File: src/rtl/wait_for_graph_cycle_detector_core_assert.svh
// Assertion macros for the wait-for graph cycle detector.
// Both macros sample on clk_i and are disabled while rst_ni is low.
`ifndef WAIT_FOR_GRAPH_CYCLE_DETECTOR_CORE_ASSERT_SVH
`define WAIT_FOR_GRAPH_CYCLE_DETECTOR_CORE_ASSERT_SVH

`ifndef SYNTHESIS
`define WFG_ASSERT(lbl, prop) \
  lbl: assert property (@(posedge clk_i) disable iff (!rst_ni) prop) \
    else $error("%m: assertion failed");
`define WFG_ASSERT_IMP(lbl, ante, cons) \
  lbl: assert property (@(posedge clk_i) disable iff (!rst_ni) (ante) |-> (cons)) \
    else $error("%m: implication failed");
`else
`define WFG_ASSERT(lbl, prop)
`define WFG_ASSERT_IMP(lbl, ante, cons)
`endif

`endif

File: src/rtl/wfg_pkg.sv
package wfg_pkg;

  localparam int NUM_THREADS = 64;
  localparam int TID_W       = $clog2(NUM_THREADS);
  localparam int CNT_W       = $clog2(NUM_THREADS + 1);

  // Field widths fixed by the interface
  localparam int CMD_W   = 2;
  localparam int THR_W   = 6;

  // Command codes
  localparam logic [CMD_W-1:0] CMD_ADD    = 2'd0;
  localparam logic [CMD_W-1:0] CMD_REMOVE = 2'd1;
  localparam logic [CMD_W-1:0] CMD_DETECT = 2'd2;

  typedef enum logic [2:0] {
    S_IDLE,
    S_EDGE_WR,
    S_DET_ROOT,
    S_DET_SCAN,
    S_DET_POP,
    S_DONE
  } state_e;

  typedef struct packed {
    logic                   rd_en;
    logic                   wr_en;
    logic [TID_W-1:0]       addr;
    logic [NUM_THREADS-1:0] wdata;
  } adj_req_t;

  typedef struct packed {
    logic [TID_W-1:0] vtx;
    logic [CNT_W-1:0] pos;
  } stk_entry_t;

  typedef struct packed {
    logic             rd_en;
    logic             wr_en;
    logic [TID_W-1:0] addr;
    stk_entry_t       wdata;
  } stk_req_t;

endpackage

File: src/rtl/wfg_ffs.sv
module wfg_ffs import wfg_pkg::*; (
  input  logic [NUM_THREADS-1:0] vec_i,
  output logic                   found_o,
  output logic [TID_W-1:0]       idx_o
);

  logic [NUM_THREADS-1:0] lowest;

  // Isolate the lowest set bit, then encode it
  assign lowest  = vec_i & (~vec_i + NUM_THREADS'(1));
  assign found_o = |vec_i;

  always_comb begin
    idx_o = '0;
    for (int i = 0; i < NUM_THREADS; i++) begin
      idx_o = idx_o | (lowest[i] ? TID_W'(i) : '0);
    end
  end

endmodule

File: config.mk
export PLATFORM = sky130hd
export DESIGN_NAME = wfg_ffs
export DESIGN_NICKNAME = d
export VERILOG_FILES = /design/src/rtl/wait_for_graph_cycle_detector_core_assert.svh /design/src/rtl/wfg_pkg.sv /design/src/rtl/wfg_ffs.sv
export SDC_FILE = /design/constraint.sdc
export NUM_CORES = 1
export LEC_CHECK = 0
export BUFFER_PORTS_ARGS = -buffer_cell sky130_fd_sc_hd__buf_2
export CORE_MARGIN = 2
export CORE_UTILIZATION = 52
export DETAILED_ROUTE_END_ITERATION = 8
export PLACE_DENSITY_LB_ADDON = 0.05
export SLEW_MARGIN = 20
export SYNTH_ARGS = -nofsm -noshare
export SYNTH_HDL_FRONTEND = slang
export SYNTH_SLANG_ARGS = --single-unit
File: constraint.sdc
create_clock -name vclk -period 4.5
set_clock_uncertainty 0.05 [all_clocks]
set_input_delay 0.225 -clock vclk [all_inputs]
set_output_delay 0.225 -clock vclk [all_outputs]
set_load 0.02 [all_outputs]
==> impl_metrics.tcl <==
set metrics [dict create \
    status "finished clean" \
    clkPwrFrac_pct 0 \
    clock.fmax_mhz 316.3 \
    drive_gt1_share_pct 29.60 \
    holdPathEnd "found_o" \
    slowest_delay_ps 830 \
    yosys-top-cells-count "27 x nor2_1, 17 x nor3_1, 16 x nor4_1" \
    share_seq_of_total_power_pct 0 \
    syn-num-nets 274 \
    ant_nets 0 \
    cp.required_ps 4220 \
    cts-resized-gates 0 \
    worst_setup_path_start_kind "input port" \
    slew_headroom_pct 45.74 \
    max_cap_violations 0 \
    setup_ws_ps 1338 \
    ys_seq_area_share_pct 0 \
    worst-path-buf-inv 2 \
    wl_microns 4484 \
    critPathKind "in2out" \
    worst_slew_pin_slew_ps 806.4 \
    hold_viol_final 0 \
    io_pins 71 \
    hp-start "vec_i[63]" \
    design.seq.count 0 \
    synth_top_area_cell "nor2_1" \
    dp_cells 307 \
    gp_congestion 0.9231 \
    synth.area.top_cells "nor2_1 7.5%, nor4_1 7.4%, nor3_1 6.3%, nor4_4 6.3%, nand4_1 4.7%" \
    yosysMostFrequentCell "nor2_1" \
    drt_iter0_drc 81 \
    grt_pass1_vias 1563 \
    grt_max_degree 17 \
    grt_pass1_wl_microns 6568 \
    post-route-cell-area_sq_um 1718 \
    power_density_nw_per_um2 58.97 \
    swShare_pct 57.93 \
    hold_path_class "in2out" \
    fp.dieW_microns 54.86 \
    die-area_sq_um 3010 \
    synth_cell_types 54 \
    core_sq_um 2455 \
    initial_core_util_pct 54.79 \
    antennaDiodeCount 0 \
    setup_viol 0 \
    combPwrFrac_pct 100.0 \
    synth_area_sq_um 1345 \
    cp-end-kind "output port" \
    die_h_microns 54.86 \
    dp_hpwl_microns 3761 \
    synth_cells 210 \
    post-cts-setup-buffer-count 0 \
    power_w 0.0001013 \
    power_switching_w 0.00005869 \
    rsz0062_at_grt "false" \
    rows 18 \
    worstPathMaxFanout 16 \
    yosys.area.top_type_share_pct 7.535 \
    wl_per_cell_microns 14.61 \
    layout.nets 343 \
    cts-hold-fix-buffers 0 \
    cp.depth 8 \
    fin_crit_ps 3162 \
    p_int_w 0.00004262 \
    yosysWarningCount 0 \
    path_delay_family "simple AND/OR/NAND/NOR gates" \
    antenna_found_initial 0 \
    route.detailed.drc 0 \
    seq_area_sq_um 0 \
    worstPathCellList "buf_2, nor3_2, nand3_1, or4_1, nor3_1, and4b_1, o311ai_1, buf_2" \
    final_cells 307 \
    drt-pass1-iter-count 4 \
    clock_buffers 0 \
    cp_common_cell "buf_2" \
    grt_usage_pct 28.83 \
    cp.arrival_ps 2890 \
    avgSynthCellArea_sq_um 6.405 \
    post_dp_cell_area_sq_um 1718 \
    p_leak_nw 0.6152 \
    portBuffers 71 \
    areaGrowthSynthToFinish_pct 27.72 \
    maxSlewViolCount 0 \
    vias 2005 \
    viasPerCell 6.531 \
    timing.final.crit_share_pct 70.26 \
    dp_slack_ps 1385 \
    overflow 0 \
    ir_worst_vdd_mv 0.05426 \
    slowest_stage "or4_1" \
    setup_tns_ps 0 \
    hold_path_depth 4 \
]
==> power by group through the flow <==
stage	combinational [W]	sequential [W]	clock, W
floorplan	0.0000403	0	0
global placement	0.0000985	0	0
detailed placement	0.0000995	0	0
CTS	0.000100	0	0
global route	0.000112	0	0
finish	0.000101	0	0
==> routing by layer <==
layer	part of all wire, %	vias to the layer above	GRT usage (%)
met1	46	900	39.32
li1	-	1015	-
met2	46	86	50.00
met3	7.3	4	2.186
met4	0.80	0	3.750
met5	0	-	0
==> kinds of logic (layout without fill, tap and decap cells) <==
family,after synthesis,count (layout),synth area share (%)
AND/OR/NAND/NOR,136,136,62.61
buffers and inverters,14,81,4.557
AO/OA/AOI/OAI,60,60,32.84
==> layout by cell type (no fill, tap or decap), drive strengths merged, types with 2 or more instances in the layout <==
| cell | n |
|---|---|
| a2111oi | 2 |
| a211oi | 3 |
| a21oi | 10 |
| a22oi | 3 |
| a311oi | 4 |
| a31oi | 7 |
| a41oi | 4 |
| and2 | 2 |
| buf | 72 |
| inv | 9 |
| nand2 | 9 |
| nand2b | 6 |
| nand3 | 8 |
| nand3b | 3 |
| nand4 | 10 |
| nor2 | 27 |
| nor2b | 3 |
| nor3 | 18 |
| nor3b | 5 |
| nor4 | 22 |
| o21a | 2 |
| o21ai | 4 |
| o21bai | 3 |
| o311ai | 3 |
| o31ai | 2 |
| o32ai | 3 |
| or2 | 4 |
| or3 | 8 |
| or4 | 4 |
==> metrics by stage <==
step	hold WS, ps	util (%)
global route	761.9	69.98
floorplan	572.6	-
global placement	745.7	69.98
CTS	743.4	69.98
detailed placement	742.3	69.98
finish	742.4	69.98
==> final cells by class <==
cell class / instances / area, sq um
Multi-Input combinational cell: 196 / 1284
Timing Repair Buffer: 72 / 362.8
Tap cell: 30 / 37.54
Inverter: 9 / 33.78
Fill cell: 251 / 737.0
==> worst max-delay path by stage <==
stage	from	to	slack, ps
floorplan	vec_i[15]	idx_o[2]	2110
global placement	vec_i[21]	idx_o[4]	1430
detailed placement	vec_i[21]	idx_o[4]	1380
CTS	vec_i[21]	idx_o[4]	1390
global route	vec_i[21]	idx_o[1]	1080
finish	vec_i[21]	idx_o[4]	1340
(Power assumes the default switching activity.)
